$ cat src/sld_pkg.sv
package sld_pkg;

  localparam int SYNC_BYTES_DEF   = 8;
  localparam int HEADER_BYTES_DEF = 24;
  localparam int LENGTH_BITS_DEF  = 16;

  localparam int QUEUE_DEPTH = 4;
  localparam int POS_W       = 16;
  localparam int MAX_W       = 16;
  localparam int CFG_ADDR_W  = 3;
  localparam int CFG_DATA_W  = 32;

  localparam logic             REG_MAX_LEN   = 1'b0;
  localparam logic [MAX_W-1:0] MAX_LEN_RESET = 16'd1024;

  typedef struct packed {
    logic       burst;
    logic [7:0] data;
    logic       fend;
    logic       ferr;
  } sld_entry_t;

  function automatic logic [7:0] sync_byte(input logic [2:0] i);
    logic [7:0] b;
    unique case (i)
      3'd0: b = 8'h58;
      3'd1: b = 8'h47;
      3'd2: b = 8'h48;
      3'd3: b = 8'h4A;
      3'd4: b = 8'h78;
      3'd5: b = 8'h67;
      3'd6: b = 8'h68;
      3'd7: b = 8'h6A;
      default: b = 8'h00;
    endcase
    return b;
  endfunction

  // True when the last k-1 matched bytes of an m-byte match equal the first k-1 sync bytes.
  function automatic logic sync_border(input logic [4:0] m, input logic [4:0] k);
    logic ok;
    int   s;
    ok = 1'b1;
    s  = 0;
    for (int j = 0; j < 15; j++) begin
      if (j + 1 < int'(k)) begin
        s = int'(m) - int'(k) + 1 + j;
        if (sync_byte(3'(s)) != sync_byte(3'(j))) ok = 1'b0;
      end
    end
    return ok;
  endfunction

endpackage

$ cat src/signature_length_deframer.sv
// Sync-word / length-field deframer.
// Input channel (in_valid/in_ready/in_byte): one raw link byte per word.
// Output channel (out_valid/out_ready/out_*): framed bytes with frame_start,
// frame_end, frame_error and burst_last flags.
// Configuration: APB register 0 at address 0 holds max_frame_length (reset 1024).
// Outside a frame, bytes are searched for the sync word and dropped. The byte
// that completes the sync word produces SYNC_BYTES output words; every byte
// inside a frame produces exactly one output word.
// Throughput: one input word per cycle inside a frame while the queue has space. A
// sync burst occupies the output for SYNC_BYTES words; a 4-entry queue between the
// parser and the output stage takes the header bytes that follow, and in_ready drops
// only when that queue is full.
// Path: an accepted input word is written into the queue at the accepting edge and
// is then loaded into the output register.
// Stall: while out_ready is low the output word holds, the queue fills, and
// in_ready then falls until space frees.
// Reset (synchronous, rst_n low): search state, frame state, queue and output
// valid are cleared; max_frame_length returns to 1024.
module signature_length_deframer #(
  parameter int SYNC_BYTES   = sld_pkg::SYNC_BYTES_DEF,
  parameter int HEADER_BYTES = sld_pkg::HEADER_BYTES_DEF,
  parameter int LENGTH_BITS  = sld_pkg::LENGTH_BITS_DEF
) (
  input  logic                           clk,
  input  logic                           rst_n,
  input  logic                           in_valid,
  output logic                           in_ready,
  input  logic [7:0]                     in_byte,
  output logic                           out_valid,
  input  logic                           out_ready,
  output logic [7:0]                     out_byte,
  output logic                           out_frame_start,
  output logic                           out_frame_end,
  output logic                           out_frame_error,
  output logic                           out_burst_last,
  input  logic                           psel,
  input  logic                           penable,
  input  logic                           pwrite,
  input  logic [sld_pkg::CFG_ADDR_W-1:0] paddr,
  input  logic [sld_pkg::CFG_DATA_W-1:0] pwdata,
  output logic [sld_pkg::CFG_DATA_W-1:0] prdata,
  output logic                           pready
);
  import sld_pkg::*;

  logic [MAX_W-1:0] max_len_r, max_len_nxt;
  logic             cfg_wr;
  logic             q_full, push, head_valid, pop;
  sld_entry_t       push_entry, head;

  assign pready = 1'b1;
  assign cfg_wr = psel && penable && pwrite && (paddr[2] == REG_MAX_LEN);
  assign prdata = (paddr[2] == REG_MAX_LEN) ? CFG_DATA_W'(max_len_r) : '0;

  always_comb begin
    max_len_nxt = cfg_wr ? pwdata[MAX_W-1:0] : max_len_r;
  end

  always_ff @(posedge clk) begin
    if (!rst_n) begin
      max_len_r <= MAX_LEN_RESET;
    end else begin
      max_len_r <= max_len_nxt;
    end
  end

  sld_front #(
    .SYNC_BYTES  (SYNC_BYTES),
    .HEADER_BYTES(HEADER_BYTES),
    .LENGTH_BITS (LENGTH_BITS)
  ) u_front (
    .clk       (clk),
    .rst_n     (rst_n),
    .in_valid  (in_valid),
    .in_ready  (in_ready),
    .in_byte   (in_byte),
    .max_len   (max_len_r),
    .q_full    (q_full),
    .push      (push),
    .push_entry(push_entry)
  );

  sld_queue u_queue (
    .clk       (clk),
    .rst_n     (rst_n),
    .push      (push),
    .push_entry(push_entry),
    .full      (q_full),
    .head_valid(head_valid),
    .head      (head),
    .pop       (pop)
  );

  sld_back #(
    .SYNC_BYTES  (SYNC_BYTES),
    .HEADER_BYTES(HEADER_BYTES)
  ) u_back (
    .clk            (clk),
    .rst_n          (rst_n),
    .head_valid     (head_valid),
    .head           (head),
    .pop            (pop),
    .out_valid      (out_valid),
    .out_ready      (out_ready),
    .out_byte       (out_byte),
    .out_frame_start(out_frame_start),
    .out_frame_end  (out_frame_end),
    .out_frame_error(out_frame_error),
    .out_burst_last (out_burst_last)
  );

endmodule

$ cat src/sld_front.sv
module sld_front #(
  parameter int SYNC_BYTES   = sld_pkg::SYNC_BYTES_DEF,
  parameter int HEADER_BYTES = sld_pkg::HEADER_BYTES_DEF,
  parameter int LENGTH_BITS  = sld_pkg::LENGTH_BITS_DEF
) (
  input  logic                     clk,
  input  logic                     rst_n,
  input  logic                     in_valid,
  output logic                     in_ready,
  input  logic [7:0]               in_byte,
  input  logic [sld_pkg::MAX_W-1:0] max_len,
  input  logic                     q_full,
  output logic                     push,
  output sld_pkg::sld_entry_t      push_entry
);
  import sld_pkg::*;

  localparam int MW   = $clog2(SYNC_BYTES + 1);
  localparam int AW   = LENGTH_BITS + 1;
  localparam int CMPW = (AW > POS_W + 1) ? AW : POS_W + 1;

  localparam logic [1:0] PH_SKIP   = 2'd0;
  localparam logic [1:0] PH_MINUS  = 2'd1;
  localparam logic [1:0] PH_DIGITS = 2'd2;
  localparam logic [1:0] PH_DONE   = 2'd3;

  logic [MW-1:0]    match_r, match_nxt;
  logic             in_frame_r, in_frame_nxt;
  logic [1:0]       phase_r, phase_nxt;
  logic             neg_r, neg_nxt;
  logic [AW-1:0]    acc_r, acc_nxt;
  logic [POS_W-1:0] pos_r, pos_nxt;

  logic [MW-1:0]    new_m;
  logic             accept;
  logic             digit;
  logic [3:0]       dval;
  logic [AW+3:0]    prod;
  logic [AW-1:0]    acc_step;
  logic [1:0]       ph_p;
  logic             neg_p;
  logic [AW-1:0]    acc_p;
  logic             fend, ferr;
  logic [CMPW-1:0]  pos_inc_w;

  assign in_ready = !q_full;
  assign accept   = in_valid && in_ready;

  always_comb begin
    new_m = '0;
    for (int k = 1; k <= SYNC_BYTES; k++) begin
      if ((5'(k) <= 5'(match_r) + 5'd1) && sync_border(5'(match_r), 5'(k)) &&
          (in_byte == sync_byte(3'(k - 1)))) new_m = MW'(k);
    end
  end

  assign digit    = (in_byte >= 8'h30) && (in_byte <= 8'h39);
  assign dval     = 4'(in_byte - 8'h30);
  assign prod     = ({4'b0, acc_r} << 3) + ({4'b0, acc_r} << 1) + (AW+4)'(dval);
  assign acc_step = (|prod[AW+3:AW]) ? '1 : prod[AW-1:0];
  assign pos_inc_w = CMPW'(pos_r) + CMPW'(1);

  always_comb begin
    ph_p  = phase_r;
    neg_p = neg_r;
    acc_p = acc_r;
    unique case (phase_r)
      PH_SKIP: begin
        if (digit) begin
          acc_p = AW'(dval);
          ph_p  = PH_DIGITS;
        end else if (in_byte == 8'h2D) begin
          neg_p = 1'b1;
          ph_p  = PH_MINUS;
        end else if (in_byte == 8'h00) begin
          ph_p = PH_DONE;
        end
      end
      PH_MINUS: begin
        if (digit) begin
          acc_p = AW'(dval);
          ph_p  = PH_DIGITS;
        end else begin
          ph_p = PH_DONE;
        end
      end
      PH_DIGITS: begin
        if (digit) acc_p = acc_step;
        else ph_p = PH_DONE;
      end
      default: ;
    endcase
  end

  always_comb begin
    fend = 1'b0;
    ferr = 1'b0;
    if (pos_r < POS_W'(HEADER_BYTES)) begin
      if (pos_r == POS_W'(HEADER_BYTES - 1)) begin
        if (neg_p || (acc_p < AW'(HEADER_BYTES)) || (CMPW'(acc_p) > CMPW'(max_len))) begin
          ferr = 1'b1;
        end else if (acc_p == AW'(HEADER_BYTES)) begin
          fend = 1'b1;
        end
      end
    end else if (pos_inc_w >= CMPW'(acc_r)) begin
      fend = 1'b1;
    end
  end

  always_comb begin
    match_nxt    = match_r;
    in_frame_nxt = in_frame_r;
    phase_nxt    = phase_r;
    neg_nxt      = neg_r;
    acc_nxt      = acc_r;
    pos_nxt      = pos_r;
    push         = 1'b0;
    push_entry   = '{burst: 1'b0, data: in_byte, fend: fend, ferr: ferr};
    if (accept) begin
      if (!in_frame_r) begin
        if (new_m != MW'(SYNC_BYTES)) begin
          match_nxt = new_m;
        end else begin
          match_nxt        = '0;
          push             = 1'b1;
          push_entry.burst = 1'b1;
          push_entry.fend  = 1'b0;
          push_entry.ferr  = 1'b0;
          phase_nxt        = PH_SKIP;
          neg_nxt          = 1'b0;
          acc_nxt          = '0;
          in_frame_nxt     = (SYNC_BYTES < HEADER_BYTES);
          pos_nxt          = (SYNC_BYTES < HEADER_BYTES) ? POS_W'(SYNC_BYTES) : '0;
        end
      end else begin
        push = 1'b1;
        if (fend || ferr) begin
          in_frame_nxt = 1'b0;
          phase_nxt    = PH_SKIP;
          neg_nxt      = 1'b0;
          acc_nxt      = '0;
          pos_nxt      = '0;
          match_nxt    = '0;
        end else begin
          phase_nxt = ph_p;
          neg_nxt   = neg_p;
          acc_nxt   = acc_p;
          pos_nxt   = pos_r + POS_W'(1);
        end
      end
    end
  end

  always_ff @(posedge clk) begin
    if (!rst_n) begin
      match_r    <= '0;
      in_frame_r <= 1'b0;
      phase_r    <= PH_SKIP;
      neg_r      <= 1'b0;
      acc_r      <= '0;
      pos_r      <= '0;
    end else begin
      match_r    <= match_nxt;
      in_frame_r <= in_frame_nxt;
      phase_r    <= phase_nxt;
      neg_r      <= neg_nxt;
      acc_r      <= acc_nxt;
      pos_r      <= pos_nxt;
    end
  end

endmodule

$ cat src/sld_queue.sv
module sld_queue (
  input  logic                clk,
  input  logic                rst_n,
  input  logic                push,
  input  sld_pkg::sld_entry_t push_entry,
  output logic                full,
  output logic                head_valid,
  output sld_pkg::sld_entry_t head,
  input  logic                pop
);
  import sld_pkg::*;

  localparam int PW = $clog2(QUEUE_DEPTH);
  localparam int CW = $clog2(QUEUE_DEPTH + 1);

  sld_entry_t    slot_r [QUEUE_DEPTH];
  logic [PW-1:0] wr_ptr_r, wr_ptr_nxt;
  logic [PW-1:0] rd_ptr_r, rd_ptr_nxt;
  logic [CW-1:0] count_r, count_nxt;
  logic          do_push, do_pop;

  assign full       = (count_r == CW'(QUEUE_DEPTH));
  assign head_valid = (count_r != '0);
  assign head       = slot_r[rd_ptr_r];
  assign do_push    = push && !full;
  assign do_pop     = pop && head_valid;

  always_comb begin
    wr_ptr_nxt = do_push ? wr_ptr_r + PW'(1) : wr_ptr_r;
    rd_ptr_nxt = do_pop ? rd_ptr_r + PW'(1) : rd_ptr_r;
    count_nxt  = count_r + CW'(do_push) - CW'(do_pop);
  end

  always_ff @(posedge clk) begin
    if (do_push) slot_r[wr_ptr_r] <= push_entry;
  end

  always_ff @(posedge clk) begin
    if (!rst_n) begin
      wr_ptr_r <= '0;
      rd_ptr_r <= '0;
      count_r  <= '0;
    end else begin
      wr_ptr_r <= wr_ptr_nxt;
      rd_ptr_r <= rd_ptr_nxt;
      count_r  <= count_nxt;
    end
  end

endmodule

$ cat src/sld_back.sv
module sld_back #(
  parameter int SYNC_BYTES   = sld_pkg::SYNC_BYTES_DEF,
  parameter int HEADER_BYTES = sld_pkg::HEADER_BYTES_DEF
) (
  input  logic                clk,
  input  logic                rst_n,
  input  logic                head_valid,
  input  sld_pkg::sld_entry_t head,
  output logic                pop,
  output logic                out_valid,
  input  logic                out_ready,
  output logic [7:0]          out_byte,
  output logic                out_frame_start,
  output logic                out_frame_end,
  output logic                out_frame_error,
  output logic                out_burst_last
);
  import sld_pkg::*;

  localparam int IW = (SYNC_BYTES > 1) ? $clog2(SYNC_BYTES) : 1;

  logic [IW-1:0] idx_r, idx_nxt;
  logic          valid_r, valid_nxt;
  logic [7:0]    byte_r, byte_nxt;
  logic          start_r, start_nxt;
  logic          end_r, end_nxt;
  logic          err_r, err_nxt;
  logic          last_r, last_nxt;
  logic          load, idx_last;

  assign load     = head_valid && (!valid_r || out_ready);
  assign idx_last = (idx_r == IW'(SYNC_BYTES - 1));

  always_comb begin
    idx_nxt   = idx_r;
    byte_nxt  = byte_r;
    start_nxt = start_r;
    end_nxt   = end_r;
    err_nxt   = err_r;
    last_nxt  = last_r;
    pop       = 1'b0;
    valid_nxt = out_ready ? 1'b0 : valid_r;
    if (load) begin
      valid_nxt = 1'b1;
      if (head.burst) begin
        byte_nxt  = sync_byte(3'(idx_r));
        start_nxt = (idx_r == '0);
        end_nxt   = 1'b0;
        err_nxt   = idx_last && (SYNC_BYTES >= HEADER_BYTES);
        last_nxt  = idx_last;
        pop       = idx_last;
        idx_nxt   = idx_last ? '0 : idx_r + IW'(1);
      end else begin
        byte_nxt  = head.data;
        start_nxt = 1'b0;
        end_nxt   = head.fend;
        err_nxt   = head.ferr;
        last_nxt  = 1'b1;
        pop       = 1'b1;
      end
    end
  end

  always_ff @(posedge clk) begin
    if (!rst_n) begin
      valid_r <= 1'b0;
      idx_r   <= '0;
    end else begin
      valid_r <= valid_nxt;
      idx_r   <= idx_nxt;
    end
  end

  always_ff @(posedge clk) begin
    byte_r  <= byte_nxt;
    start_r <= start_nxt;
    end_r   <= end_nxt;
    err_r   <= err_nxt;
    last_r  <= last_nxt;
  end

  assign out_valid       = valid_r;
  assign out_byte        = byte_r;
  assign out_frame_start = start_r;
  assign out_frame_end   = end_r;
  assign out_frame_error = err_r;
  assign out_burst_last  = last_r;

endmodule

$ cat config.mk
export PLATFORM = sky130hd
export DESIGN_NAME = signature_length_deframer
export DESIGN_NICKNAME = d
export VERILOG_FILES = /design/src/sld_pkg.sv /design/src/signature_length_deframer.sv /design/src/sld_front.sv /design/src/sld_queue.sv /design/src/sld_back.sv
export SDC_FILE = /design/constraint.sdc
export NUM_CORES = 1
export LEC_CHECK = 0
export BUFFER_PORTS_ARGS = -buffer_cell sky130_fd_sc_hd__buf_2
export CAP_MARGIN = 20
export CORE_MARGIN = 10
export CORE_UTILIZATION = 60
export DETAILED_ROUTE_END_ITERATION = 10
export GPL_ROUTABILITY_DRIVEN = 0
export HOLD_SLACK_MARGIN = 0.03
export PLACE_DENSITY = 0.81
export SYNTH_ARGS = -nofsm -noshare
export SYNTH_HDL_FRONTEND = slang
export SYNTH_SLANG_ARGS = --single-unit
$ cat constraint.sdc
create_clock -name clk -period 6.3 [get_ports clk]
set_clock_uncertainty 0.2 [all_clocks]
set_input_delay 0 -clock clk [delete_from_list [all_inputs] [get_ports clk]]
set_output_delay 0 -clock clk [all_outputs]
set_load 0.05 [all_outputs]
==> results_dict.tcl, run 1 <==
set metrics [dict create \
    status "complete, no violations" \
    slew_headroom_pct 34.71 \
    min_period_ns 5.974 \
    required_ns 6.43 \
    post_cts_buffers 0 \
    p_leak_nw 4.107 \
    netSwitchingFraction_pct 26.18 \
    dr.pass1.iters 5 \
    max_cap_violations 0 \
    area.sequential_um2 3183 \
    fillCellCount 1069 \
    ant_nets 0 \
    setup_viol 0 \
    switching_power_w 0.0005134 \
    vias 7630 \
    tightest_slew_ns 0.9773 \
    worst_setup_path_start_kind "flip-flop" \
    clkTransAtPathRegs_ns 0.06 \
    rows 44 \
    coreArea_um2 14530 \
    yosysTopAreaCell "edfxtp_1" \
    grt_usage_pct 22.49 \
    cts_tree "yes" \
    port_buffers 61 \
    multiInputGateArea_um2 5266 \
    p_comb_share_pct 5.2 \
    ys.flop_type "dfxtp_1" \
    die_h_um 141.9 \
    die_w_um 141.9 \
    areaGrowthSynthToFinish_pct 14.32 \
    ir_drop_mv 0.2057 \
    r2r_start "u_front.acc_r[2]" \
    grt_overflow 0 \
    synth.avg_cell_area_um2 9.157 \
    ys_ff_latch 131 \
    wl_per_cell_um 18.19 \
    hold_viol 0 \
    nNetsFinal 1202 \
    yosysTopAreaCellShare_pct 18.86 \
    grt_start_max_net_pins 76 \
    min_path_type "primary input to flip-flop" \
    viasPerCell 6.099 \
    boundaryPins 97 \
    fin_crit_sh_pct 94.82 \
    synth_area_leaders "edfxtp_1 19%, dfxtp_1 17%, ha_1 13%" \
    worstPathMaxFanout 10 \
    totalWireLength_um 22760 \
    fmax_mhz 167.4 \
    worstReg2RegEnd "u_front.match_r[1]" \
    endpoint "u_front.match_r[1]" \
    syn_inst 974 \
    ys_types 81 \
    reg2reg_slack_ns 0.33 \
    hpwl_um 16030 \
    die_area_um2 20140 \
    num_antenna_cells 0 \
    dr.first_iter.drc_count 743 \
    cts_buffers 17 \
    start_util_pct 61.36 \
    fin_cells 1251 \
    grt_pass1_wl_um 36960 \
    clkPwrFrac_pct 49.7 \
    synth_edf_count 56 \
    drc_errors 0 \
    critPathLaunch "u_front.acc_r[2]" \
    dp.cells 1192 \
    clock_latency_ns 0.44 \
    tns_ns 0 \
    yosysSeqAreaShare_pct 35.69 \
    yosys_warnings 0 \
    cp.arrival_ns 6.10 \
    rsz0062_at_grt "false" \
    internal-power_w 0.001448 \
    ff2ff_path_depth 24 \
    cts-root-buf "clkbuf_16" \
    power_frac_seq_pct 45.1 \
    antenna_found_initial 1 \
    clk_path_buf_depth 2 \
    critical_path_class "flip-flop to flip-flop" \
    clock_sinks 131 \
    cp-end-kind "flip-flop" \
    grt_pass1_vias 7500 \
    powerDensity_nw_per_um2 192.3 \
    syn_area_um2 8919 \
    slew_violations 0 \
    layout-drive-gt1-share_pct 14.25 \
    synthArstFlopShare_pct 0 \
    htree_levels 4 \
]
cell type report:
class,instances,share of cell area [%]
Clock buffer,17,4.172
Sequential cell,131,31.22
Inverter,63,2.319
Timing Repair Buffer,103,6.749
Tap cell,184,2.258
Clock inverter,15,1.632
Multi-Input combinational cell,738,51.65
worst max-delay path: stages (launching register included):
cell,delay [ns]
dfxtp_1,0.34
inv_1,0.09
fa_1,0.49
inv_1,0.07
fa_1,0.49
a211oi_2,0.35
o211ai_4,0.16
a21oi_4,0.20
o21a_1,0.20
o32ai_2,0.13
or2_4,0.33
a21boi_0,0.19
o21ai_0,0.14
ha_1,0.31
nand3_1,0.10
o21bai_1,0.18
a31o_2,0.25
a311oi_1,0.27
o221ai_2,0.20
nand4b_1,0.14
o31ai_1,0.11
and3_1,0.26
buf_4,0.17
a21o_1,0.22
a32o_1,0.26
Yosys cell counts (all sizes together), types with 4 or more instances:
library cell / instances
a32o: 4
nand3: 33
xor2: 11
nor2b: 31
xnor2: 15
a31o: 5
a21oi: 46
clkbuf: 28
a311oi: 4
or2: 4
and2: 17
nand2b: 7
nor4: 6
dfxtp: 75
and4: 5
nand2: 125
nor2: 55
mux2: 6
a32oi: 9
a31oi: 7
o21a: 13
nor3: 17
a21o: 14
buf: 29
a21boi: 41
ha: 95
nand4b: 5
and3: 9
mux4: 11
nand4: 19
o211ai: 7
o21bai: 4
o22ai: 5
edfxtp: 56
nor3b: 4
inv: 61
a211oi: 11
o21ai: 37
worst min path at each step:
stage                           from                   end  slack (ns)  cells past startpoint
after floorplan           in_byte[0]  u_queue.slot_r[0][2]       -0.10                      0
after global placement    pwdata[10]         max_len_r[10]        0.03                      3
after detailed placement  pwdata[10]         max_len_r[10]        0.03                      3
after CTS                      rst_n     u_front.acc_r[12]        0.04                      3
after global routing           rst_n     u_front.acc_r[12]        0.07                      3
final                          rst_n    u_front.in_frame_r       0.008                      3
per-layer routing:
layer	vias to the layer above	track usage, %	wire length (µm)
li1	3646	-	-
met1	3610	27.81	9485
met2	318	36.70	10760
met3	54	5.741	1878
met4	2	9.091	626
met5	-	0	13
cell usage in the layout, fill, tap and decap left out, types with 5 or more instances in the layout:
cell type,synthesis,layout
a211oi_1,9,8
a21boi_0,25,25
a21boi_1,16,16
a21o_1,14,14
a21oi_1,44,43
a31oi_1,7,6
a32oi_1,9,9
and2_1,17,17
and3_1,8,8
buf_2,3,61
buf_4,20,15
clkbuf_16,0,17
conb_1,2,17
dfxtp_1,75,75
dlygate4sd3_1,0,27
edfxtp_1,56,56
ha_1,95,95
inv_1,61,61
inv_6,0,5
mux2_2,6,6
mux4_2,11,11
nand2_1,125,125
nand2b_1,7,7
nand3_1,33,33
nand4_1,19,19
nand4b_1,5,5
nor2_1,55,55
nor2b_1,31,31
nor3_1,16,16
nor4_1,6,6
o21a_1,13,13
o21ai_0,34,34
o22ai_1,5,5
xnor2_1,15,15
xor2_1,11,11
per-stage QoR:
| step | hold WS [ns] | util (%) | total power [W] | setup slack [ns] | area [µm²] |
|---|---|---|---|---|---|
| after floorplan | -0.1011 | - | 0.0009710 | 0.7949 | 8975 |
| after global placement | 0.02895 | 64.01 | 0.0009878 | 0.3878 | 9303 |
| after detailed placement | 0.03124 | 64.01 | 0.0009888 | 0.3038 | 9303 |
| after CTS | 0.04005 | 69.94 | 0.001961 | 0.2401 | 10160 |
| after global routing | 0.06570 | 70.15 | 0.002011 | 0.05235 | 10200 |
| final | 0.007800 | 70.15 | 0.001961 | 0.3262 | 10200 |
power groups by stage:
stage	clock, W	sequential [W]	combinational [W]
after floorplan	0	0.000903	0.0000682
after global placement	0	0.000903	0.0000850
after detailed placement	0	0.000903	0.0000859
after CTS	0.000978	0.000884	0.0000995
after global routing	0.00102	0.000884	0.000110
final	0.000975	0.000884	0.000102
registers in the layout (all words and copies together) (netlist names), 3 cells and up, named ones only:
| name | count |
|---|---|
| u_queue.slot_r | 44 |
| u_front.acc_r | 17 |
| max_len_r | 16 |
| u_front.pos_r | 16 |
| u_back.out_byte | 8 |
| u_front.match_r | 4 |
| u_back.idx_r | 3 |
| u_queue.count_r | 3 |
logic make-up (layout without fill, tap and decap cells):
family | after synthesis | after routing | share of synthesized area [%]
muxes | 19 | 19 | 3.760
xor gates and xnor gates | 26 | 26 | 2.553
buffers and inverters | 120 | 198 | 6.285
AOI/OAI and AO/OA | 231 | 231 | 18.35
other | 2 | 17 | 0.08421
and+or+nand+nor | 347 | 347 | 19.28
adders and majority gates | 98 | 98 | 14.00
DFF | 131 | 131 | 35.69
what timing repair did:
item                                    CTS  global route
hold buffers                             27             0
gates resized for setup                   0             6
hold endpoints to repair                 71             0
endpoints found under the setup margin    0            14
No activity file was read; power rests on OpenSTA's default activity.
==> run 2: changes to the inputs <==
Settings changed: MAX_ROUTING_LAYER from default to met4.
==> run 2 against run 1 <==
  * Hold slack improved by 0.00088 ns
  * Core utilization about the same
  * Sequential share of layout area about the same
  * First-iteration DRC count shrank 2.7%
  * Non-clock buffer count unchanged
  * Largest cell class unchanged
  * Register-to-register slack about the same
  * Final area about the same
  * Final cell count is essentially flat
  * Total power barely moved
==> results_dict.tcl, run 2 (same netlist as run 1, synthesis figures left out) <==
set metrics [dict create \
    rsz0062_at_grt "false" \
    nNetsFinal 1202 \
    powerDensity_nw_per_um2 192.1 \
    path_cells "inv_1 -> fa_1 -> inv_1 -> fa_1 -> a211oi_2 -> o211ai_4 -> a21oi_4 -> o21a_1 -> o32ai_2 -> or2_4 -> nand2_1 -> a31oi_2 -> ha_1 -> nand3_1 -> o21bai_1 -> a31o_2 -> a311oi_1 -> o221ai_2 -> nand4b_1 -> o31ai_1 -> and3_1 -> buf_4 -> a21o_1 -> a32o_1" \
    clkTransAtPathRegs_ns 0.06 \
    required_ns 6.43 \
    min_period_ns 5.966 \
    layout-drive-gt1-share_pct 14.25 \
    boundaryPins 97 \
    cts_tree "yes" \
    slew_violations 0 \
    dp_slack_ns 0.3038 \
    wl_per_cell_um 18.16 \
    r2r_start "u_front.acc_r[2]" \
    regMostFlops "u_queue.slot_r" \
    drc_errors 0 \
    dr.pass1.iters 7 \
    ff2ff_path_depth 24 \
    worstReg2RegEnd "u_front.match_r[1]" \
    rows 44 \
    p_leak_nw 4.107 \
    grt_overflow 0 \
    fmax_mhz 167.6 \
    areaGrowthSynthToFinish_pct 14.35 \
    slowest_stage "fa_1" \
    die_w_um 141.9 \
    die_area_um2 20140 \
    critical_path_class "flip-flop to flip-flop" \
    largest_register_ff_count 44 \
    hold-path-cell-count 3 \
    fin_area_um2 10200 \
    cp.arrival_ns 6.09 \
    hpwl_um 16030 \
    htree_levels 4 \
    slowest_delay_ns 0.49 \
    worst_hold_startpoint "rst_n" \
    grt_pass1_vias 7505 \
    grt_start_max_net_pins 76 \
    setup_viol 0 \
    tightest_slew_ns 0.9630 \
    vias 7615 \
    die_h_um 141.9 \
    reg2reg_slack_ns 0.33 \
    worstPathMaxFanout 10 \
    clock_sinks 131 \
    min_path_type "primary input to flip-flop" \
    fillCellCount 1069 \
    cp-end-kind "flip-flop" \
    tns_ns 0 \
    start_util_pct 61.36 \
    worst_setup_path_start_kind "flip-flop" \
    grt_pass1_wl_um 36970 \
    layout_commonest_cell "nand2_1" \
    antenna_found_initial 1 \
    fin_crit_sh_pct 94.69 \
    reg_top3 "u_queue.slot_r (44), u_front.acc_r (17)" \
    grt_usage_pct 23.14 \
    dr.first_iter.drc_count 723 \
    ant_nets 0 \
    clock_latency_ns 0.44 \
    place_area_um2 9303 \
    status "complete, no violations" \
    port_buffers 61 \
    hold_viol 0 \
    layout_common_cells "125 x nand2_1, 95 x ha_1, 75 x dfxtp_1, 61 x inv_1, 61 x buf_2" \
    totalWireLength_um 22730 \
    post_cts_buffers 0 \
    slew_headroom_pct 35.66 \
    viasPerCell 6.082 \
    clk_path_buf_depth 2 \
    coreArea_um2 14530 \
    setup_slack_ns 0.3344 \
    max_cap_violations 0 \
    hold_end "u_front.in_frame_r" \
    ir_drop_mv 0.2052 \
    cts_buffers 17 \
    cts-root-buf "clkbuf_16" \
]
## run 2: cell count changes in the layout (fill, tap and decap cells not counted), sizes merged
cell   previous run  this run
diode             0         1
## run 2: worst max-delay path by stage
stage / cells after the start / from / to
floorplan: 25 / u_front.acc_r[0] / u_front.match_r[1]
global placement: 24 / u_front.acc_r[2] / u_front.match_r[1]
detailed placement: 24 / u_front.acc_r[2] / u_front.match_r[2]
CTS: 24 / u_front.acc_r[2] / u_front.match_r[1]
global route: 25 / u_front.acc_r[2] / u_front.acc_r[5]
finish: 24 / u_front.acc_r[2] / u_front.match_r[1]
## run 2: power by group
part / switching (W) / internal [W]
combinational: 0.0000671 / 0.0000350
clock: 0.000443 / 0.000529
sequential: 0.00000113 / 0.000883
## run 2: per-layer routing
layer  vias to the layer above  routed length (µm)  global-route usage, %
met5                         -                   0                      -
met4                         0                 629                  8.876
met3                        62                1889                  5.474
met2                       336               10760                  36.90
met1                      3569                9457                  27.89
li1                       3648                   -                      -
## run 2: critical path: cells and delay by family, from the launching register on
kind / cells / cell delay, ns
AO/OA/AOI/OAI: 13 / 2.68
adder cells (fa/ha/maj): 3 / 1.30
buffers and inverters: 3 / 0.33
flip-flops: 1 / 0.34
AND/OR/NAND/NOR: 5 / 1.00
## run 2: timing repair
item | in CTS | in global routing
resized for setup | 0 | 6
endpoints found under the hold margin | 71 | 0
endpoints found under the setup margin | 0 | 14
hold buffers | 27 | 0
## run 2: cell type report
cell class              count  area [µm²]  share of cell area [%]
well taps                 184       230.2                   2.257
inverters                  63       236.5                   2.319
clock buffers              17       425.4                   4.171
repair buffers            103       688.2                   6.748
flip-flops and latches    131        3183                   31.21
multi-input cells         738        5266                   51.64
diodes                      1       2.502                 0.02454
clock inverters            15       166.4                   1.632
## run 2: stage by stage
stage	hold WS, ns	std cells	total power, W	utilization (%)
finish	0.008680	1252	0.001959	70.17
global route	0.07130	1252	0.002011	70.17
CTS	0.04005	1251	0.001961	69.94
detailed placement	0.03124	1192	0.0009888	64.01
global placement	0.02895	1192	0.0009878	64.01
floorplan	-0.1011	989	0.0009710	-
==> run 3: changes to the inputs <==
Settings changed: CORE_ASPECT_RATIO from default to 2.
==> run 3 against run 2 <==
  * Count of clock-buffer cells in the layout rose by 1
  * Setup slack about the same
  * Global-route usage up 2.7 points
  * Combinational power increased by 4%
  * Sequential share of layout area shrank 0.52 points
  * Total power up 0.66%
  * Core utilization increased by 0.21 points
  * Critical path depth unchanged
  * Non-clock buffer count rose by 21
  * Highest routed layer unchanged
==> results_dict.tcl, run 3 (same netlist as run 1, synthesis figures left out) <==
set metrics [dict create \
    p_leak_nw 4.235 \
    fin_util_pct 70.38 \
    slowest_delay_ns 0.49 \
    critical_path_class "flip-flop to flip-flop" \
    grt_overflow 0 \
    die_w_um 106.2 \
    crit_family "compound AO/OA/AOI/OAI gates" \
    boundaryPins 97 \
    clock_latency_ns 0.43 \
    min_period_ns 5.966 \
    grt_pass1_vias 8250 \
    min_path_type "primary input to flip-flop" \
    largest_register_ff_count 44 \
    crit_buf_inv 3 \
    slew_headroom_pct 39.39 \
    regMostFlops "u_queue.slot_r" \
    viasPerCell 6.159 \
    port_buffers 61 \
    ir_drop_mv 0.1958 \
    status "complete, no violations" \
    dp.cells 1208 \
    grt_start_max_net_pins 49 \
    fin_crit_sh_pct 94.70 \
    die_h_um 192.4 \
    clkTransAtPathRegs_ns 0.06 \
    required_ns 6.41 \
    dr.first_iter.drc_count 464 \
    start_util_pct 60.50 \
    areaGrowthSynthToFinish_pct 16.32 \
    slowest_stage "fa_1" \
    fillCellCount 1119 \
    setup_slack_ns 0.3340 \
    tightest_slew_ns 0.9090 \
    vias 7896 \
    path_cells "inv_1 -> fa_1 -> inv_1 -> fa_1 -> a211oi_2 -> o211ai_4 -> a21oi_2 -> o21a_1 -> o32ai_2 -> or2_4 -> nor2_1 -> o21ai_0 -> ha_1 -> nand3_1 -> o21bai_1 -> a31o_2 -> a311oi_2 -> o221ai_1 -> nand4b_1 -> o31ai_1 -> and3_1 -> buf_4 -> a21o_1 -> a32o_1" \
    die_area_um2 20440 \
    clock_sinks 131 \
    cts-root-buf "clkbuf_16" \
    total_power_w 0.001972 \
    hpwl_um 18230 \
    fmax_mhz 167.6 \
    whs_ns 0.1795 \
    post_cts_buffers 0 \
    worst_setup_path_start_kind "flip-flop" \
    antenna_found_initial 0 \
    htree_levels 4 \
    cts_tree "yes" \
    cts_buffers 17 \
    cp.arrival_ns 6.08 \
    powerDensity_nw_per_um2 190.1 \
    ant_nets 0 \
    drc_errors 0 \
    fin_cells 1282 \
    max_cap_violations 0 \
    hold_viol 0 \
    cp-end-kind "flip-flop" \
    coreArea_um2 14740 \
    wl_per_cell_um 19.58 \
    layout_common_cells "125 x nand2_1, 95 x ha_1, 74 x dfxtp_1, 61 x inv_1, 61 x buf_2" \
    slew_violations 0 \
    totalWireLength_um 25110 \
    nNetsFinal 1223 \
    rows 63 \
    layout_commonest_cell "nand2_1" \
    dr.pass1.iters 5 \
    reg_top3 "u_queue.slot_r (44), u_front.acc_r (17)" \
    setup_viol 0 \
    num_antenna_cells 0 \
    grt_usage_pct 25.87 \
    worstPathMaxFanout 10 \
    layout-drive-gt1-share_pct 14.08 \
    clk_path_buf_depth 2 \
    dp_slack_ns 0.3570 \
    grt_pass1_wl_um 40700 \
]
-- run 3: repair_timing --
item,CTS,global route
resized for setup,0,3
endpoints found under the hold margin,96,0
endpoints found under the setup margin,0,23
hold buffers,43,0
-- run 3: final cells by class --
| cell class | count | area (µm²) | area share, % |
|---|---|---|---|
| clock buffers | 18 | 429.2 | 4.137 |
| clock inverters | 13 | 150.1 | 1.447 |
| inverters | 63 | 236.5 | 2.280 |
| multi-input cells | 738 | 5244 | 50.55 |
| flip-flops and latches | 131 | 3184 | 30.70 |
| well taps | 195 | 244.0 | 2.352 |
| repair buffers | 124 | 885.9 | 8.539 |
-- run 3: worst min-delay path: cells and delay by family --
| family | cells | cell delay (ns) |
|---|---|---|
| buf+inv | 3 | 0.64 |
| compound gates | 1 | 0.06 |
| simple gates | 1 | 0.05 |
-- run 3: power by group --
group / internal (W) / leakage, nW / total, W / switching, W
sequential: 0.000884 / 1.08 / 0.000885 / 0.00000114
clock: 0.000586 / 0.278 / 0.000981 / 0.000395
combinational: 0.0000377 / 2.88 / 0.000106 / 0.0000683
-- run 3: final timing paths --
check / startpoint / endpoint / slack (ns) / depth (start not counted)
worst max-delay path: u_front.acc_r[0] / u_front.match_r[1] / 0.33 / 24
worst max register to register: u_front.acc_r[0] / u_front.match_r[1] / 0.33 / 24
worst min register to register: u_front.pos_r[15] / u_front.pos_r[15] / 0.27 / 2
worst min-delay path: out_ready / u_back.out_valid / 0.18 / 5
-- run 3: metrics by stage --
stage                     cell area (µm²)  TNS (ns)
final                               10370         0
after global routing                10370  -0.02530
after global placement               9354         0
after detailed placement             9354         0
after floorplan                      8975         0
after CTS                           10360         0
-- run 3: metal layers --
metal | routed length (µm) | track usage (%) | part of all wire [%] | vias to the layer above
li1 | - | - | - | 3688
met1 | 8381 | 22.71 | 33 | 3696
met2 | 13470 | 47.78 | 54 | 358
met3 | 1365 | 4.983 | 5.4 | 154
met4 | 1886 | 18.53 | 7.5 | 0
met5 | 0 | - | 0 | -
